[src/rtl/tmprof_pkg.sv]
// Shared types and constants for the trapezoidal motion profile block.
package tmprof_pkg;

  // Input op codes
  localparam logic OpSet  = 1'b0;
  localparam logic OpTick = 1'b1;

  // Configuration register indexes
  localparam logic CfgMaxVelocity     = 1'b0;
  localparam logic CfgMaxAcceleration = 1'b1;

  localparam int unsigned CfgW      = 31;
  localparam logic [CfgW-1:0] CfgReset = 31'd65536;

  // Turn-distance divider: quotient bits kept before saturation takes over
  localparam int unsigned DivSteps = 34;
  localparam int unsigned DivCntW  = $clog2(DivSteps);

  typedef enum logic [2:0] {
    ST_IDLE,
    ST_MUL1,
    ST_MUL2,
    ST_EVAL,
    ST_DIV,
    ST_COMMIT
  } tmprof_state_e;

  typedef struct packed {
    logic load;        // capture the input beat
    logic mul_first;   // vmax^2 or amax*dt into product A
    logic mul_second;  // dist*amax or vel*dt into product B
    logic eval;        // pick midpoint or long-move turn
    logic div_init;
    logic div_step;
    logic commit;      // update profile state
  } tmprof_cmd_t;

  typedef struct packed {
    logic op_tick;
    logic long_move;
  } tmprof_stat_t;

endpackage

[src/rtl/tmprof_ctrl.sv]
// Sequencer for the motion profile: multiplier steps, divider loop, commit.
module tmprof_ctrl (
  input  logic                 clk_i,
  input  logic                 rst_ni,
  input  logic                 in_valid_i,
  output logic                 in_stall_o,
  output logic                 out_valid_o,
  input  logic                 out_stall_i,
  input  tmprof_pkg::tmprof_stat_t stat_i,
  output tmprof_pkg::tmprof_cmd_t  cmd_o
);
  import tmprof_pkg::*;

  tmprof_state_e       state_q, state_d;
  logic [DivCntW-1:0]  cnt_q, cnt_d;
  logic                out_valid_q, out_valid_d;
  logic                accept;
  logic                out_free;

  assign accept   = in_valid_i && (state_q == ST_IDLE);
  assign out_free = !out_valid_q || !out_stall_i;

  // next state
  always_comb begin
    state_d = state_q;
    cnt_d   = cnt_q;
    case (state_q)
      ST_IDLE: begin
        if (accept) state_d = ST_MUL1;
      end
      ST_MUL1: state_d = ST_MUL2;
      ST_MUL2: state_d = ST_EVAL;
      ST_EVAL: begin
        if (!stat_i.op_tick && stat_i.long_move) begin
          state_d = ST_DIV;
          cnt_d   = '0;
        end else begin
          state_d = ST_COMMIT;
        end
      end
      ST_DIV: begin
        cnt_d = cnt_q + 1'b1;
        if (cnt_q == DivCntW'(DivSteps - 1)) state_d = ST_COMMIT;
      end
      ST_COMMIT: begin
        if (out_free) state_d = ST_IDLE;
      end
      default: state_d = ST_IDLE;
    endcase
  end

  // outputs
  always_comb begin
    cmd_o       = '0;
    out_valid_d = out_valid_q && out_stall_i;
    case (state_q)
      ST_IDLE:  cmd_o.load       = accept;
      ST_MUL1:  cmd_o.mul_first  = 1'b1;
      ST_MUL2:  cmd_o.mul_second = 1'b1;
      ST_EVAL: begin
        cmd_o.eval     = 1'b1;
        cmd_o.div_init = !stat_i.op_tick && stat_i.long_move;
      end
      ST_DIV:   cmd_o.div_step   = 1'b1;
      ST_COMMIT: begin
        cmd_o.commit = out_free;
        if (out_free) out_valid_d = 1'b1;
      end
      default: cmd_o = '0;
    endcase
  end

  always_ff @(posedge clk_i or negedge rst_ni) begin
    if (!rst_ni) begin
      state_q     <= ST_IDLE;
      cnt_q       <= '0;
      out_valid_q <= 1'b0;
    end else begin
      state_q     <= state_d;
      cnt_q       <= cnt_d;
      out_valid_q <= out_valid_d;
    end
  end

  assign in_stall_o  = (state_q != ST_IDLE);
  assign out_valid_o = out_valid_q;

endmodule

[src/rtl/tmprof_dp.sv]
// Datapath: config and profile registers, shared multiplier, serial divider.
module tmprof_dp (
  input  logic                       clk_i,
  input  logic                       rst_ni,
  input  logic                       cfg_we_i,
  input  logic                       cfg_index_i,
  input  logic [tmprof_pkg::CfgW-1:0] cfg_data_i,
  input  logic                       in_op_i,
  input  logic signed [31:0]         in_current_position_i,
  input  logic signed [31:0]         in_target_setpoint_i,
  input  logic [15:0]                in_elapsed_time_i,
  input  tmprof_pkg::tmprof_cmd_t    cmd_i,
  output tmprof_pkg::tmprof_stat_t   stat_o,
  output logic signed [31:0]         out_profile_position_o,
  output logic signed [31:0]         out_profile_velocity_o,
  output logic signed [31:0]         out_profile_acceleration_o,
  output logic                       out_at_setpoint_o
);
  import tmprof_pkg::*;

  function automatic logic signed [31:0] sat36(input logic signed [35:0] v);
    logic signed [35:0] hi;
    logic signed [35:0] lo;
    hi = 36'sd2147483647;
    lo = -36'sd2147483648;
    if (v > hi) return 32'sh7FFFFFFF;
    if (v < lo) return 32'sh80000000;
    return v[31:0];
  endfunction

  // configuration
  logic [CfgW-1:0] vmax_q, amax_q;

  // profile state
  logic signed [31:0] pos_q, vel_q, acc_q, goal_q, turn_q;
  logic               ticked_q;

  // captured beat
  logic               op_q;
  logic signed [31:0] start_q, target_q;
  logic [15:0]        dt_q;

  // products, divider
  logic [63:0]          prod_a_q, prod_b_q;
  logic [31:0]          rem_q;
  logic [DivSteps-1:0]  dlow_q, quo_q;
  logic                 ovf_q;
  logic                 use_mid_q;

  logic signed [32:0] diff33, dist33, sum33;
  logic signed [32:0] mul_a, mul_b;
  logic signed [65:0] mul_p;
  logic [31:0]        trial;
  logic               trial_ge;
  logic               long_move;

  logic signed [31:0] mid, turn_long, acc_set;
  logic signed [35:0] g36, h36;

  logic [30:0]        dv;
  logic signed [31:0] step;
  logic signed [32:0] np33;
  logic signed [33:0] v34, dv34, vmax34, nv34;
  logic signed [31:0] nv, acc_tick, np;

  // set-command geometry
  assign diff33 = {target_q[31], target_q} - {start_q[31], start_q};
  assign dist33 = diff33[32] ? -diff33 : diff33;
  assign sum33  = {target_q[31], target_q} + {start_q[31], start_q};
  assign mid    = sum33[32:1];

  // one shared signed multiplier
  always_comb begin
    if (op_q == OpTick) begin
      mul_a = {2'b00, amax_q};
      mul_b = {17'd0, dt_q};
      if (cmd_i.mul_second) begin
        mul_a = {vel_q[31], vel_q};
      end
    end else begin
      mul_a = {2'b00, vmax_q};
      mul_b = {2'b00, vmax_q};
      if (cmd_i.mul_second) begin
        mul_a = dist33;
        mul_b = {2'b00, amax_q};
      end
    end
  end
  assign mul_p = mul_a * mul_b;

  // short move when amax is zero or dist*amax < vmax^2
  assign long_move = (amax_q != '0) && !(prod_b_q < prod_a_q);

  // restoring divide of (vmax^2 >> 1) by amax, one quotient bit per step
  assign trial    = {rem_q[30:0], dlow_q[DivSteps-1]};
  assign trial_ge = trial >= {1'b0, amax_q};

  assign g36       = {{4{target_q[31]}}, target_q};
  assign h36       = ovf_q ? (36'sd1 <<< DivSteps) : {{(36-DivSteps){1'b0}}, quo_q};
  assign turn_long = sat36((target_q > start_q) ? g36 - h36 : g36 + h36);
  assign acc_set   = (target_q < start_q) ? -$signed({1'b0, amax_q}) : $signed({1'b0, amax_q});

  // tick update
  assign dv     = prod_a_q[46:16];
  assign step   = prod_b_q[47:16];
  assign np33   = {pos_q[31], pos_q} + {step[31], step};
  assign np     = sat36({{3{np33[32]}}, np33});
  assign v34    = {{2{vel_q[31]}}, vel_q};
  assign dv34   = {3'b000, dv};
  assign vmax34 = {3'b000, vmax_q};

  always_comb begin
    if (turn_q < goal_q) begin
      if (pos_q > turn_q) begin
        nv34 = v34 - dv34;
        if (nv34 < 34'sd0) nv34 = 34'sd0;
      end else begin
        nv34 = v34 + dv34;
        if (nv34 > vmax34) nv34 = vmax34;
      end
    end else begin
      if (pos_q > turn_q) begin
        nv34 = v34 - dv34;
        if (nv34 < -vmax34) nv34 = -vmax34;
      end else begin
        nv34 = v34 + dv34;
        if (nv34 > 34'sd0) nv34 = 34'sd0;
      end
    end
  end

  assign nv = sat36({{2{nv34[33]}}, nv34});

  always_comb begin
    if (nv == vel_q)     acc_tick = '0;
    else if (nv > vel_q) acc_tick = $signed({1'b0, amax_q});
    else                 acc_tick = -$signed({1'b0, amax_q});
  end

  // control-visible registers
  always_ff @(posedge clk_i or negedge rst_ni) begin
    if (!rst_ni) begin
      vmax_q   <= CfgReset;
      amax_q   <= CfgReset;
      pos_q    <= '0;
      vel_q    <= '0;
      acc_q    <= '0;
      goal_q   <= '0;
      turn_q   <= '0;
      ticked_q <= 1'b0;
    end else begin
      if (cfg_we_i) begin
        if (cfg_index_i == CfgMaxVelocity)     vmax_q <= cfg_data_i;
        if (cfg_index_i == CfgMaxAcceleration) amax_q <= cfg_data_i;
      end
      if (cmd_i.commit) begin
        if (op_q == OpTick) begin
          pos_q    <= np;
          vel_q    <= nv;
          acc_q    <= acc_tick;
          ticked_q <= 1'b1;
        end else begin
          pos_q  <= start_q;
          vel_q  <= '0;
          acc_q  <= acc_set;
          goal_q <= target_q;
          turn_q <= use_mid_q ? mid : turn_long;
        end
      end
    end
  end

  // payload registers
  always_ff @(posedge clk_i) begin
    if (cmd_i.load) begin
      op_q     <= in_op_i;
      start_q  <= in_current_position_i;
      target_q <= in_target_setpoint_i;
      dt_q     <= in_elapsed_time_i;
    end
    if (cmd_i.mul_first)  prod_a_q <= mul_p[63:0];
    if (cmd_i.mul_second) prod_b_q <= mul_p[63:0];
    if (cmd_i.eval)       use_mid_q <= !long_move;
    if (cmd_i.div_init) begin
      rem_q  <= {5'd0, prod_a_q[61:35]};
      ovf_q  <= {4'd0, prod_a_q[61:35]} >= amax_q;
      dlow_q <= prod_a_q[34:1];
      quo_q  <= '0;
    end else if (cmd_i.div_step) begin
      rem_q  <= trial_ge ? trial - {1'b0, amax_q} : trial;
      quo_q  <= {quo_q[DivSteps-2:0], trial_ge};
      dlow_q <= {dlow_q[DivSteps-2:0], 1'b0};
    end
  end

  assign stat_o.op_tick   = (op_q == OpTick);
  assign stat_o.long_move = long_move;

  assign out_profile_position_o     = pos_q;
  assign out_profile_velocity_o     = vel_q;
  assign out_profile_acceleration_o = acc_q;
  assign out_at_setpoint_o          = ticked_q && (vel_q == '0);

endmodule

[src/rtl/trapezoidal_motion_profile_top.sv]
// Top level of the trapezoidal motion profile generator.
//
//  channel | direction | handshake            | payload
//  --------+-----------+----------------------+------------------------------------------
//  cfg     | in        | cfg_we_i             | cfg_index_i, cfg_data_i (31 bit)
//  in      | in        | in_valid_i/in_stall_o| op, current_position, target_setpoint,
//          |           |                      | elapsed_time
//  out     | out       | out_valid_o/out_stall_i | profile_position, _velocity,
//          |           |                      | _acceleration, at_setpoint
//
// One beat at a time. A tick runs from accept through MUL1, MUL2 and EVAL to COMMIT;
// a set command does too on a short move, and on a long one adds the 34-step serial
// divider that forms vmax^2 / (2*amax). Both paths share one 33x33 multiplier.
// Reset clears the profile state and loads 1.0 into both limit registers.
// The result stays on the output ports until taken; the next input beat is
// accepted meanwhile, and its commit waits while out_stall_i holds the old one.
module trapezoidal_motion_profile_top (
  input  logic                        clk_i,
  input  logic                        rst_ni,
  // configuration
  input  logic                        cfg_we_i,
  input  logic                        cfg_index_i,
  input  logic [tmprof_pkg::CfgW-1:0] cfg_data_i,
  // input channel
  input  logic                        in_valid_i,
  output logic                        in_stall_o,
  input  logic                        in_op_i,
  input  logic signed [31:0]          in_current_position_i,
  input  logic signed [31:0]          in_target_setpoint_i,
  input  logic [15:0]                 in_elapsed_time_i,
  // output channel
  output logic                        out_valid_o,
  input  logic                        out_stall_i,
  output logic signed [31:0]          out_profile_position_o,
  output logic signed [31:0]          out_profile_velocity_o,
  output logic signed [31:0]          out_profile_acceleration_o,
  output logic                        out_at_setpoint_o
);
  import tmprof_pkg::*;

  tmprof_cmd_t  cmd;
  tmprof_stat_t stat;

  // controller: sequencing and both handshakes
  tmprof_ctrl u_ctrl (
    .clk_i       (clk_i),
    .rst_ni      (rst_ni),
    .in_valid_i  (in_valid_i),
    .in_stall_o  (in_stall_o),
    .out_valid_o (out_valid_o),
    .out_stall_i (out_stall_i),
    .stat_i      (stat),
    .cmd_o       (cmd)
  );

  // datapath: the profile registers double as the output register
  tmprof_dp u_dp (
    .clk_i                      (clk_i),
    .rst_ni                     (rst_ni),
    .cfg_we_i                   (cfg_we_i),
    .cfg_index_i                (cfg_index_i),
    .cfg_data_i                 (cfg_data_i),
    .in_op_i                    (in_op_i),
    .in_current_position_i      (in_current_position_i),
    .in_target_setpoint_i       (in_target_setpoint_i),
    .in_elapsed_time_i          (in_elapsed_time_i),
    .cmd_i                      (cmd),
    .stat_o                     (stat),
    .out_profile_position_o     (out_profile_position_o),
    .out_profile_velocity_o     (out_profile_velocity_o),
    .out_profile_acceleration_o (out_profile_acceleration_o),
    .out_at_setpoint_o          (out_at_setpoint_o)
  );

  // an accepted beat keeps the block busy the following cycle
  assert property (@(posedge clk_i) disable iff (!rst_ni)
    in_valid_i && !in_stall_o |=> in_stall_o)
    else $error("accepted beat did not start processing");

  // a new result appears only at the end of a busy period
  assert property (@(posedge clk_i) disable iff (!rst_ni)
    $rose(out_valid_o) |-> $past(in_stall_o))
    else $error("result raised without an item in work");

  // at setpoint means the profile is at rest
  assert property (@(posedge clk_i) disable iff (!rst_ni)
    out_at_setpoint_o |-> (out_profile_velocity_o == 32'sd0))
    else $error("at_setpoint with nonzero velocity");

endmodule

[config.mk]
export PLATFORM = sky130hd
export DESIGN_NAME = trapezoidal_motion_profile_top
export DESIGN_NICKNAME = d
export VERILOG_FILES = /design/src/rtl/tmprof_pkg.sv /design/src/rtl/tmprof_ctrl.sv /design/src/rtl/tmprof_dp.sv /design/src/rtl/trapezoidal_motion_profile_top.sv
export SDC_FILE = /design/constraint.sdc
export NUM_CORES = 2
export LEC_CHECK = 0
export BUFFER_PORTS_ARGS = -buffer_cell sky130_fd_sc_hd__buf_4
export CORE_AREA = 5 5 387 389
export DETAILED_ROUTE_END_ITERATION = 16
export DIE_AREA = 0 0 392 394
export GPL_TIMING_DRIVEN = 0
export PLACE_DENSITY = 0.77
export SETUP_SLACK_MARGIN = 0.2
export SKIP_LAST_GASP = 1
export SLEW_MARGIN = 20
export SYNTH_ARGS = -nofsm -noshare
export SYNTH_HDL_FRONTEND = slang
export SYNTH_SLANG_ARGS = --single-unit
[constraint.sdc]
create_clock -name clk_i -period 33.8 [get_ports clk_i]
set_input_delay 6.76 -clock clk_i [delete_from_list [all_inputs] [get_ports clk_i]]
set_output_delay 6.76 -clock clk_i [all_outputs]
set_load 0.005 [all_outputs]
==> impl_metrics.toml <==
[synthesis]
synth.distinct_cells = 117
ys_seq_elements = 543
ys.flop_type = "edfxtp_1"
yosys_warnings = 0
synthCells = 9057
synth-async-reset-ratio = 0.429
synth_edf_count = 272
ys_seq_area_frac = 0.185
avgSynthCellArea_um2 = 8.81
syn_nets = 10900
post_synth_instance_area_um2 = 79800

[floorplan]
die_w_um = 392
start_util = 0.545
io_pins = 217
row_count = 141
coreArea_um2 = 146000
die_area_um2 = 154000
fp.dieH_um = 394

[clock_network]
cts_setup_buffers = 0
clk_latency_ns = 0.70
cts_resized = 0
clk_path_buf_depth = 3
clk_pin_slew_worst_paths_ns = 0.06
cts-htree-levels = 3
hold_buffers = 0
cts-root-buf = "clkbuf_16"
cts.sinks = 543
cts_tree = "done"
cts_made_buffers = 70

[final_layout]
layout_common_cells = "inv_1, fa_1, nand2_1"
final_common_cell = "inv_1"
final_nets = 11200
syn2layout_area_growth_pct = 8.98
drive_above_1_share = 0.0662
final_area_um2 = 87000

[setup_path]
critPathSlowestCell = "a21oi_1"
critical_path_required_ns = 34.27
end_kind = "flop"
worstPathArrival_ns = 15.92
cp-start-kind = "flop"
crit_type = "reg -> reg"
critPathMostFrequentCell = "fa_1"
cp_max_fo = 10
cpPeakStageDelay_ns = 0.97

[grt]
track_usage = 0.451
grt_max_degree = 92
grt_antenna_before_repair = 25
grt_pass1_wl_mm = 501
gr-total-overflow = 0
first_global_vias = 72400

[placement]
portBuffers = 216
placed_area_um2 = 84400
gp_congestion = 1.08
hpwl_mm = 298

[route]
wl_per_cell_um = 31.1
drc = 0
wl_met1_mm = 129
drt-pass1-iter-count = 8
top_layer = "met5"
drtIter0Drc = 9137
wl_met3_mm = 46.7
met2_wirelength_mm = 147
drt_wl_total_mm = 354
num_vias = 72800
viasPerCell = 6.40
ant_nets = 0

[sta]
timing_max_transition_violations_final = 0
skew_ns = 0.0560
grt_setup_unrepaired = "false"
max_freq_mhz = 64.7
finalSetupViolCount = 0
finalSetupTns_ns = 0
hold_viol = 0
period_share = 0.457
relSlewSlack = 0.121
min_period_ns = 15.45
worstMarginPinSlew_ns = 1.31

[hold_path]
min_path_type = "reg -> reg"

[run]
max_cap_viol_count = 0

[run_status]
status = "complete, no violations"
metal layers:
| layer | vias to the layer above | track usage |
|---|---|---|
| li1 | 30700 | - |
| met1 | 36000 | 0.564 |
| met2 | 4890 | 0.659 |
| met3 | 1227 | 0.159 |
| met4 | 18 | 0.302 |
| met5 | - | 0 |
cell usage after synthesis, drive strengths merged (20+ instances only):
library cell,number,area share
inv,1379,0.065
fa,1077,0.27
nand2,962,0.045
nor2,890,0.042
ha,667,0.10
o21ai,457,0.029
a21oi,435,0.028
clkbuf,314,0.015
edfxtp,272,0.10
xnor2,249,0.027
dfrtp,231,0.072
a21o,194,0.018
nor3,184,0.012
nand3,122,0.0077
xor2,108,0.012
nand2b,103,0.0081
buf,90,0.0056
o21a,86,0.0081
nand4,77,0.0061
a211oi,68,0.0066
nor2b,67,0.0053
o211ai,62,0.0061
and2,60,0.0047
or2,57,0.0045
mux2i,47,0.0059
a31oi,46,0.0037
a221oi,45,0.0050
or3,45,0.0035
and3,44,0.0034
nor4,44,0.0036
o21bai,44,0.0042
o31ai,43,0.0041
mux2,40,0.0057
dfxtp,38,0.0095
a221o,27,0.0034
a21boi,22,0.0023
a22oi,22,0.0021
a211o,21,0.0023
and4,20,0.0022
o221ai,20,0.0022
o22ai,20,0.0016
state kept, by name (all words and copies together), names as in the netlist, 3 cells and up:
register,cells
u_dp.goal_q,32
u_dp.out_profile_velocity_o,32
u_ctrl.cnt_q,6
u_dp.prod_b_q,64
u_dp.turn_q,32
u_dp.dt_q,16
u_dp.out_profile_position_o,32
u_dp.quo_q,34
u_dp.rem_q,31
u_dp.amax_q,31
u_dp.out_profile_acceleration_o,32
u_dp.start_q,32
u_dp.vmax_q,31
u_dp.prod_a_q,64
u_dp.target_q,32
u_dp.dlow_q,34
u_ctrl.state_q,3
per-stage QoR:
| step | worst slack (ns) | cells | util | hold WS (ns) |
|---|---|---|---|---|
| 2_1_floorplan | 22.26 | 9057 | - | 0.425 |
| 3_3_place_gp | 17.15 | 11200 | 0.572 | 0.443 |
| 3_5_place_dp | 18.83 | 11200 | 0.577 | 0.446 |
| 4_1_cts | 18.77 | 11400 | 0.593 | 0.461 |
| 5_1_grt | 18.10 | 11400 | 0.594 | 0.485 |
| 6_report | 18.35 | 11400 | 0.594 | 0.463 |
critical path: cells and delay by family (launching register included):
family                     cells  cell delay (ns)
adders and majority gates     11             5.12
and+or+nand+nor                9             2.49
DFF                            1             0.56
xor gates and xnor gates       2             0.48
AOI/OAI and AO/OA             12             5.31
buffers and inverters          9             1.25
cell families (layout without fill, tap and decap cells):
kind of cell | after synthesis | count (layout) | share of synthesized area
other | 0 | 16 | 0
flip-flops | 543 | 543 | 0.185
AND/OR/NAND/NOR | 2735 | 2735 | 0.154
AO/OA/AOI/OAI | 1802 | 1802 | 0.149
XOR/XNOR | 357 | 357 | 0.0392
multiplexers | 88 | 88 | 0.0119
adder cells (fa/ha/maj) | 1744 | 1744 | 0.375
buffers and inverters | 1788 | 2164 | 0.0855
final timing paths:
kind	from	endpoint	slack, ns	cells after the start
max reg2reg	u_dp.target_q[0]	u_dp.prod_b_q[62]	18.35	43
max in group asynchronous	rst_ni	u_dp.vmax_q[4]	26.34	3
min	u_dp.ticked_q	u_dp.ticked_q	0.46	1
min in group asynchronous	rst_ni	u_dp.goal_q[7]	6.01	1
max	u_dp.target_q[0]	u_dp.prod_b_q[62]	18.35	43
min reg2reg	u_dp.ticked_q	u_dp.ticked_q	0.46	1
layout make-up:
cell class,count,area [um2]
diodes,16,40.0
plain buffers,404,1640
clock buffers,92,1940
clock inverters,36,494
fillers,13000,59500
inverters,1384,5200
multi-input cells,6726,58400
flip-flops and latches,543,14800
well taps,1930,2410
repair buffers,248,2070
Power is left out: the tool's default activity adds up to more than one toggle a clock period on the data nets, which glitch-free logic cannot reach.
